## src/rtl/fnmf_pkg.sv

```systemverilog
package fnmf_pkg;

	localparam int MAX_COLS    = 1024;
	localparam int SAMPLE_BITS = 16;
	localparam int FRAC_BITS   = 8;

	// fixed port field widths
	localparam int IN_SAMPLE_W = 16;
	localparam int MEAN_W      = 24;
	localparam int ROW_W       = 16;
	localparam int OUT_COL_W   = 10;
	localparam int COLS_REG_W  = 11;
	localparam int CFG_DATA_W  = 16;
	localparam int CFG_IDX_W   = 2;

	localparam int COL_W  = $clog2(MAX_COLS);
	localparam int COLS_W = $clog2(MAX_COLS + 1);
	localparam int SUM_W  = SAMPLE_BITS + 2;
	localparam int PROD_W = SUM_W + FRAC_BITS;
	localparam int CNT_W  = 3;

	typedef enum logic [CFG_IDX_W-1:0] {
		REG_FRAME_ROWS = 2'd0,
		REG_FRAME_COLS = 2'd1
	} cfg_reg_t;

	typedef struct packed {
		logic [SUM_W-1:0] sum;
		logic [CNT_W-1:0] cnt;
		logic [ROW_W-1:0] row;
		logic [COL_W-1:0] col;
		logic             last;
	} res_ent_t;

endpackage

```

## src/rtl/fnmf_mean.sv

```systemverilog
module fnmf_mean (
	input  logic [fnmf_pkg::SUM_W-1:0]  sum,
	input  logic [fnmf_pkg::CNT_W-1:0]  cnt,
	output logic [fnmf_pkg::PROD_W-1:0] mean
);
	import fnmf_pkg::*;

	// divide by three: multiply by a rounded-up reciprocal, exact for x < 2**PROD_W
	localparam int DIV_SH  = PROD_W + 2;
	localparam int RECIP_W = DIV_SH - 1;
	localparam logic [RECIP_W-1:0] RECIP =
		RECIP_W'(((64'd1 << DIV_SH) / 64'd3) + 64'd1);

	logic [PROD_W-1:0]         x;
	logic [PROD_W+RECIP_W-1:0] prod;

	assign x    = {sum, {FRAC_BITS{1'b0}}} >> 0;
	assign prod = (PROD_W+RECIP_W)'(x) * (PROD_W+RECIP_W)'(RECIP);

	always_comb begin
		case (cnt)
			3'd2:    mean = x >> 1;
			3'd3:    mean = PROD_W'(prod >> DIV_SH);
			3'd4:    mean = x >> 2;
			default: mean = x;
		endcase
	end
endmodule

```

## config.mk

```make
export PLATFORM = sky130hd
export DESIGN_NAME = fnmf_mean
export DESIGN_NICKNAME = d
export VERILOG_FILES = /design/src/rtl/fnmf_pkg.sv /design/src/rtl/fnmf_mean.sv
export SDC_FILE = /design/constraint.sdc
export NUM_CORES = 1
export LEC_CHECK = 0
export BUFFER_PORTS_ARGS = -buffer_cell sky130_fd_sc_hd__buf_2
export CORE_MARGIN = 1
export CORE_UTILIZATION = 55
export DETAILED_ROUTE_END_ITERATION = 6
export PLACE_DENSITY = 0.75
export SLEW_MARGIN = 0
export SYNTH_ARGS = -nofsm -noshare
export SYNTH_HDL_FRONTEND = slang
export SYNTH_SLANG_ARGS = --single-unit
```

## constraint.sdc

```tcl
create_clock -name vclk -period 15.5
set_clock_uncertainty 0.2 [all_clocks]
set_input_delay 0.775 -clock vclk [all_inputs]
set_output_delay 0.775 -clock vclk [all_outputs]
set_load 0.03 [all_outputs]
```

**Word level (Yosys, flattened, before mapping)**

Index checks and enable logic that the tools add are counted.

- Bits in registers: 0
- Latch bits: 0
- Memory bits (writable): 0
- Bits in read-only memories: 0
- Input bits: 21
- Memories kept: 0

- $add $sub $neg: 0
- Multiply operators: 1
- Div/mod/pow operators: 0
- Order comparisons: 0
- Equality and inequality tests: 3
- Shift-type cells: 0
- Mux-type cells: 1
- Bitwise logic cells: 0
- Reductions and logical operators: 0

Operators by type and width:

| operator | count |
|---|---|
| one-hot mux 26 bit (3 select lines) | 1 |
| multiplier 18 x 26 -> 44 bit (second input constant) | 1 |
| equality test 3 x 2 -> 1 bit (second input constant) | 2 |
| equality test 3 bit (second input constant) | 1 |

**Logic depth before layout (Yosys ltp)**

Gate-level depths: netlist of the first run.

- Depth after elaboration: 2
- Gate-level depth with buffers: 21
- Gate-level depth less buffers: 21

**Least setup slack after synthesis of the first run**

No wires, ideal clock.

- Path type: in2out
- Start: in sum[3] (netlist bit)
- End: out mean[11] (netlist bit)
- Data arrival time: 6313 ps
- Required time: 14525 ps
- Slack: 8212 ps
- Stages: 19
- Buffers on the path: 0
- Cells stage by stage: ha_1 > fa_1 > fa_1 > inv_1 > fa_1 > inv_1 > fa_1 > inv_1 > fa_1 > inv_1 > ha_1 > a21o_1 > a31o_2 > a311oi_1 > o31ai_1 > o21a_1 > o21ai_0 > a21oi_1 > nor3_1

- Cells in the longest elaborated chain, start to end: 2

RTL lines:

| what | line | source |
|---|---|---|
| start, declared | fnmf_mean.sv:2 | `input logic [fnmf_pkg::SUM_W-1:0] sum,` |
| multiplier 18 x 26 -> 44 bit | fnmf_mean.sv:18 | `assign prod = (PROD_W+RECIP_W)'(x) * (PROD_W+RECIP_W)'(RECIP);` |
| one-hot mux 26 bit (3 select lines) * | fnmf_mean.sv:21 | `case (cnt)` |
| end, declared | fnmf_mean.sv:4 | `output logic [fnmf_pkg::PROD_W-1:0] mean` |

Every way passes the cells marked *; elsewhere a longest branch is shown, timed or not.

**Worst setup path in the final report of the first run**

- Start: in sum[5] (netlist bit)
- End: out mean[22] (netlist bit)

- Cells in the longest elaborated chain, start to end: 2

RTL lines:

| what | line |
|---|---|
| multiplier 18 x 26 -> 44 bit | fnmf_mean.sv:18 |
| one-hot mux 26 bit (3 select lines) | fnmf_mean.sv:21 |

Every way passes these cells.

==> results of run 1 <==
## cells in the final DEF (no fill, tap or decap), types with 3 or more instances in the layout
master,Yosys,layout
xnor2_1,16,16
nand3_1,11,11
fa_1,100,100
nor3_1,5,5
a211oi_1,4,4
o31ai_1,5,5
a31o_2,4,4
nand2_1,23,23
nor2_1,27,27
or3_1,5,5
nand2b_1,7,7
o21a_1,5,5
a21oi_1,38,38
inv_1,192,192
o21ai_0,23,23
and3_1,13,13
xor2_1,4,4
o21bai_1,4,4
buf_2,1,47
a221oi_1,8,8
a21o_1,23,23
o22ai_1,14,14
and2_1,3,3
mux2i_1,3,3
nor2b_1,9,9
nor3b_1,3,3
nand4_1,9,9
ha_1,130,130
## layer usage
metal  GRT usage  wire length, µm
met1       0.410             7110
met2       0.491             7580
met3      0.0149             1050
met4      0.0685              403
met5           0                0
## per-stage QoR
step                hold slack (ns)  area, µm²   util  instances
floorplan                      1.52       6280      -        737
global placement               1.80       6630  0.604        908
detailed placement             1.80       6630  0.604        908
CTS                            1.80       6630  0.604        908
global route                   1.83       6630  0.604        908
finish                         1.79       6630  0.604        908
## final cells by class
| cell class | count | area [µm²] | share of cell area |
|---|---|---|---|
| inverter | 193 | 724 | 0.109 |
| multi-input combinational | 528 | 5490 | 0.829 |
| timing repair buffer | 47 | 235 | 0.0355 |
| tap | 140 | 175 | 0.0264 |
## logic make-up after synthesis
kind of cell               share of synthesized area
buffers and inverters                          0.125
muxes                                        0.00657
xor gates and xnor gates                      0.0279
AOI/OAI and AO/OA                              0.162
adders and majority gates                      0.578
and+or+nand+nor                                0.101
## worst max-delay path by stage
stage | slack (ns) | cells past startpoint | from | to
floorplan | 8.21 | 19 | sum[3] | mean[11]
global placement | 7.41 | 21 | sum[5] | mean[22]
detailed placement | 7.38 | 21 | sum[5] | mean[22]
CTS | 7.32 | 21 | sum[5] | mean[22]
global route | 6.99 | 21 | sum[5] | mean[22]
finish | 7.26 | 21 | sum[5] | mean[22]
## worst max-delay path: cells and delay by family
kind            cells  cell delay, ns
compound gates      4            1.23
xor+xnor            1            0.12
fa+ha+maj           7            3.55
buf+inv             6            0.80
simple gates        3            0.79
==> reports/results.ini, run 1 <==
[cells_and_area]
nFillCells = 988
antenna_cells = 0
clockBufferCount = 0
seqCellArea_um2 = 0
syn_to_final_growth_pct = 5.54
final_nets = 1021
drive_gt1_frac = 0.0755
seq_cell_count = 0

[sta]
min_period_over_period = 0.532
rsz0062_at_grt = no
period_needed_ns = 8.24
hold_viol_final = 0
fin_ws_ns = 7.26
slew_violations = 0
setup_violations = 0
tightest_slew_ns = 0.761
fin_setup_tns_ns = 0
max_freq_mhz = 121
slew_headroom = 0.491

[setup_path]
cp_slowest_cell = fa_1
path_max_fanout = 6
crit_required_ns = 14.53
path_class = in2out
crit_top_cell = fa_1
cp-start-kind = primary input
path_cells = buf_2, ha_1, fa_1, fa_1, inv_1, fa_1, inv_1, fa_1, inv_1, fa_1, inv_1, ha_1, nand4_1, nor3_1, o21ai_0, a31oi_1, nor4_1, o41ai_1, xnor2_1, o22ai_1, buf_2
arrival_ns = 7.27
critPathCaptureType = output pin
max_stage_delay_ns = 0.66

[route]
wl_um = 16100
antenna_left = 0
drc = 0
routed_via_density = 5.87
firstDrtPassIters = 5
num_vias = 5333
routedWlPerCell_um = 17.8
drt_iter0_drc = 365

[floorplanning]
die_h_um = 109
die_area_um2 = 11900
boundaryPins = 47
start_util = 0.572
core_um2 = 11000
die-width_um = 109
std_cell_rows = 38

[yosys]
synth.most_common_cell = inv_1
synth_top_area_frac = 0.319
syn_area_per_cell_um2 = 8.52
synth.distinct_cells = 58
synth.area.top_cells = fa_1 32%, ha_1 26%, inv_1 11%
syn-num-nets = 988
synth_top_area_cell = fa_1
synth_commonest_cells = 192 x inv_1, 130 x ha_1, 100 x fa_1
postSynthCellCount = 737
synth-seq-area-share = 0
netlist_area_um2 = 6280
yosys_warnings = 0

[run_status]
status = finished, final reports clean

[worst_hold_path]
hp-start = sum[17]
holdPathStages = 4
hold_path_class = in2out
holdPathEnd = mean[25]

[global_route]
grt_use_total = 0.291
grt_pass1_wl_um = 26600
grt_max_degree = 22
grt_overflow = 0
antenna_found_initial = 0
grt_pass1_vias = 5474

[clocking]
postCtsHoldBufs = 0
ctsResizeCount = 0
postCtsSetupRepairBufs = 0

[placed_design]
dp_slack_ns = 7.38
gp_congestion = 0.948
io_buffers = 47
place_hpwl_um = 14400

[run]
max_cap_viol_count = 0

Power of run 1 is left out: the tool's default activity adds up to more than one toggle a clock period on the data nets, which glitch-free logic cannot reach.
==> run 2: changes to the inputs <==
PLACE_DENSITY = 0.78   (was 0.75)
clock period = 6.8 ns   (was 15.5 ns; I/O delays follow)
==> reports/results.ini, run 2 (synthesized netlist as in run 1, its figures left out) <==
[global_route]
antenna_found_initial = 0  ; unchanged
grt_max_degree = 22  ; unchanged
grt_use_total = 0.305  ; +0.0144
grt_pass1_vias = 5767  ; +5.4%
grt_pass1_wl_um = 28200  ; +5.9%
grt_overflow = 0  ; unchanged

[setup_path]
max_stage_delay_ns = 0.58  ; -0.08 ns
path_cells = buf_2, ha_4, inv_1, fa_1, fa_1, fa_1, inv_1, fa_1, inv_1, fa_1, inv_1, ha_1, a21o_1, a31o_2, a311oi_1, o31ai_1, o21a_1, o211a_1, or3_1, a31o_1, buf_2
cp_slowest_cell = fa_1
critPathCaptureType = output pin
arrival_ns = 6.07  ; -1.20 ns
path_max_fanout = 7  ; +1
path_delay_family = adder cells
path_class = in2out
crit_buf_inv = 6  ; unchanged
cp-start-kind = primary input
crit_top_cell = fa_1
crit_required_ns = 6.26  ; -8.27 ns

[sta]
hold_slack_ns = 0.939  ; -0.854 ns
slew_headroom = 0.502  ; +0.0103
slew_violations = 0  ; unchanged
setup_violations = 0  ; unchanged
rsz0062_at_grt = no
hold_viol_final = 0  ; unchanged
tightest_slew_ns = 0.746  ; -0.0155 ns
min_period_over_period = 0.972
max_freq_mhz = 151
period_needed_ns = 6.61
fin_ws_ns = 0.188  ; -7.07 ns

[route]
drc = 0  ; unchanged
routed_via_density = 5.94  ; +1.2%
num_vias = 5520  ; +3.5%
wl_um = 16700  ; +3.7%
routedWlPerCell_um = 18.0  ; +1.4%
drt_iter0_drc = 416  ; +14%
antenna_left = 0  ; unchanged
firstDrtPassIters = 6  ; +1

[placed_design]
io_buffers = 47  ; unchanged
place_hpwl_um = 14600  ; +1.4%
dp_slack_ns = -0.139  ; -7.51 ns
gp_congestion = 1.00  ; +5.8%

[worst_hold_path]
hold_path_class = in2out

[floorplanning]
die-width_um = 109  ; unchanged
std_cell_rows = 38  ; unchanged
boundaryPins = 47  ; unchanged
die_h_um = 109  ; unchanged
start_util = 0.572  ; unchanged
core_um2 = 11000  ; unchanged
die_area_um2 = 11900  ; unchanged

[cells_and_area]
layout_common_cells = 190 x inv_1, 123 x ha_1, 95 x fa_1
seqCellArea_um2 = 0  ; unchanged
seq_cell_count = 0  ; unchanged
final_common_cell = inv_1
clockBufferCount = 0  ; unchanged
antenna_cells = 0  ; unchanged
final_nets = 1042  ; +2.1%
drive_gt1_frac = 0.131  ; +0.0550
syn_to_final_growth_pct = 10.4

[run]
max_cap_viol_count = 0  ; unchanged

[run_status]
status = finished, final reports clean

==> run 2: final cells by class <==
class | instances | area, µm²
multi-input cells | 528 | 5640
well taps | 140 | 175
inverters | 193 | 724
repair buffers | 68 | 398
fillers | 942 | 4050
==> run 2: final timing paths <==
kind | startpoint | end | cells after the start
setup / recovery | sum[14] | mean[15] | 21
hold / removal | sum[17] | mean[25] | 4
==> run 2: metal layers <==
| layer | part of all wire | up-vias | GRT usage |
|---|---|---|---|
| met3 | 0.074 | 33 | 0.0287 |
| met4 | 0.032 | 0 | 0.0907 |
| met1 | 0.41 | 2684 | 0.407 |
| met5 | 0 | - | 0 |
| met2 | 0.48 | 255 | 0.522 |
| li1 | - | 2548 | - |
==> run 2: worst min-delay path, cell delays in order <==
cell and delay [ns]:
buf_2 0.16, inv_1 0.09, nor2_1 0.05, buf_2 0.17
==> run 2: repair_timing <==
action,CTS,global route
setup endpoints to repair,6,15
resized for setup,4,28
pin swaps,1,7
setup buffers,2,1
hold buffers,0,0
==> run 2: per-stage QoR <==
stage | util | cell area, µm² | std cells | TNS, ns
floorplan | - | 6280 | 737 | 0
global placement | 0.616 | 6760 | 926 | -0.180
detailed placement | 0.616 | 6760 | 926 | -0.328
CTS | 0.619 | 6800 | 928 | 0
global route | 0.631 | 6930 | 929 | 0
finish | 0.631 | 6930 | 929 | 0
Power of run 2 is left out for the same reason.
==> run 3: changes to the inputs <==
PLACE_DENSITY = 0.75   (was 0.78)
clock period = 6.6 ns   (was 6.8 ns; I/O delays follow)
==> reports/results.ini, run 3 (synthesized netlist as in run 1, its figures left out) <==
[setup_path]
crit_buf_inv = 6  ; unchanged
critPathCaptureType = output pin
path_class = in2out
crit_path_start = sum[5]
cp-start-kind = primary input
crit_required_ns = 6.07  ; -0.19 ns
max_stage_delay_ns = 0.66  ; +0.08 ns
path_delay_family = adder cells
path_cells = buf_2, ha_4, fa_2, fa_1, inv_2, fa_1, inv_2, fa_1, xnor2_1, ha_1, a21o_1, ha_1, nand4_1, buf_4, or3_1, o21ai_2, o31ai_2, buf_4, o21bai_4, mux2_4, nor2_1, buf_4
cp_slowest_cell = fa_1
path_max_fanout = 5  ; -2
arrival_ns = 5.95  ; -0.12 ns

[placed_design]
io_buffers = 47  ; unchanged
dp_slack_ns = -0.266  ; -0.127 ns
gp_congestion = 0.980  ; -2.3%
place_hpwl_um = 15400  ; +5.0%

[cells_and_area]
clockBufferCount = 0  ; unchanged
final_common_cell = inv_1
seqCellArea_um2 = 0  ; unchanged
final_nets = 1078  ; +3.5%
antenna_cells = 0  ; unchanged
seq_cell_count = 0  ; unchanged
drive_gt1_frac = 0.183  ; +0.0525
syn_to_final_growth_pct = 16.3
layout_common_cells = 186 x inv_1, 121 x ha_1, 95 x fa_1

[sta]
min_period_over_period = 0.981
tightest_slew_ns = 0.795  ; +0.0491 ns
max_freq_mhz = 154
fin_ws_ns = 0.123  ; -0.0654 ns
slew_violations = 0  ; unchanged
slew_headroom = 0.469  ; -0.0328
hold_viol_final = 0  ; unchanged
rsz0062_at_grt = yes
setup_violations = 0  ; unchanged
period_needed_ns = 6.48

[floorplanning]
start_util = 0.572  ; unchanged
die_h_um = 109  ; unchanged
boundaryPins = 47  ; unchanged
die-width_um = 109  ; unchanged
core_um2 = 11000  ; unchanged
std_cell_rows = 38  ; unchanged
die_area_um2 = 11900  ; unchanged

[route]
drc = 0  ; unchanged
drt_iter0_drc = 381  ; -8.4%
wl_um = 17800  ; +6.6%
routed_via_density = 5.84  ; -1.7%
routedWlPerCell_um = 18.5  ; +2.6%
num_vias = 5635  ; +2.1%
firstDrtPassIters = 5  ; -1
antenna_left = 0  ; unchanged

[worst_hold_path]
hold_path_class = in2out
hp-start = sum[17]

[global_route]
grt_pass1_wl_um = 28300  ; +0.39%
grt_use_total = 0.312  ; +0.00719
grt_max_degree = 22  ; unchanged
antenna_found_initial = 0  ; unchanged
grt_pass1_vias = 5762  ; -0.087%
grt_overflow = 0  ; unchanged

[run_status]
status = finished, final reports clean

[run]
max_cap_viol_count = 0  ; unchanged

-- run 3: path summary, 6_finish.rpt --
check | endpoint | cells past startpoint | slack, ns
max | mean[19] | 22 | 0.12
min | mean[25] | 4 | 0.92
-- run 3: routing by layer --
metal	wire length, µm	track usage	part of all wire	up-vias
li1	-	-	-	2623
met2	8320	0.518	0.47	223
met1	7820	0.437	0.44	2750
met3	1050	0.0233	0.059	39
met4	658	0.0898	0.037	0
met5	0	0	0	-
-- run 3: cell type report --
cell class | instances | area [µm²]
fillers | 910 | 3680
inverters | 193 | 727
multi-input cells | 528 | 5720
well taps | 140 | 175
repair buffers | 104 | 683
-- run 3: repair_timing --
action / 4_1_cts / 5_1_grt
setup buffers: 2 / 2
pin swaps: 6 / 25
hold buffers: 0 / 0
endpoints found under the setup margin: 8 / 17
gates resized for setup: 12 / 44
-- run 3: per-stage QoR --
stage | std cells | instance area, µm² | hold slack, ns | TNS, ns | utilization
finish | 965 | 7300 | 0.924 | 0 | 0.665
global route | 965 | 7300 | 0.954 | -0.201 | 0.665
CTS | 963 | 7090 | 0.909 | 0 | 0.645
detailed placement | 961 | 7030 | 0.908 | -0.898 | 0.640
global placement | 961 | 7030 | 0.909 | -0.172 | 0.640
floorplan | 737 | 6280 | 0.634 | 0 | -
Power of run 3 is left out for the same reason.
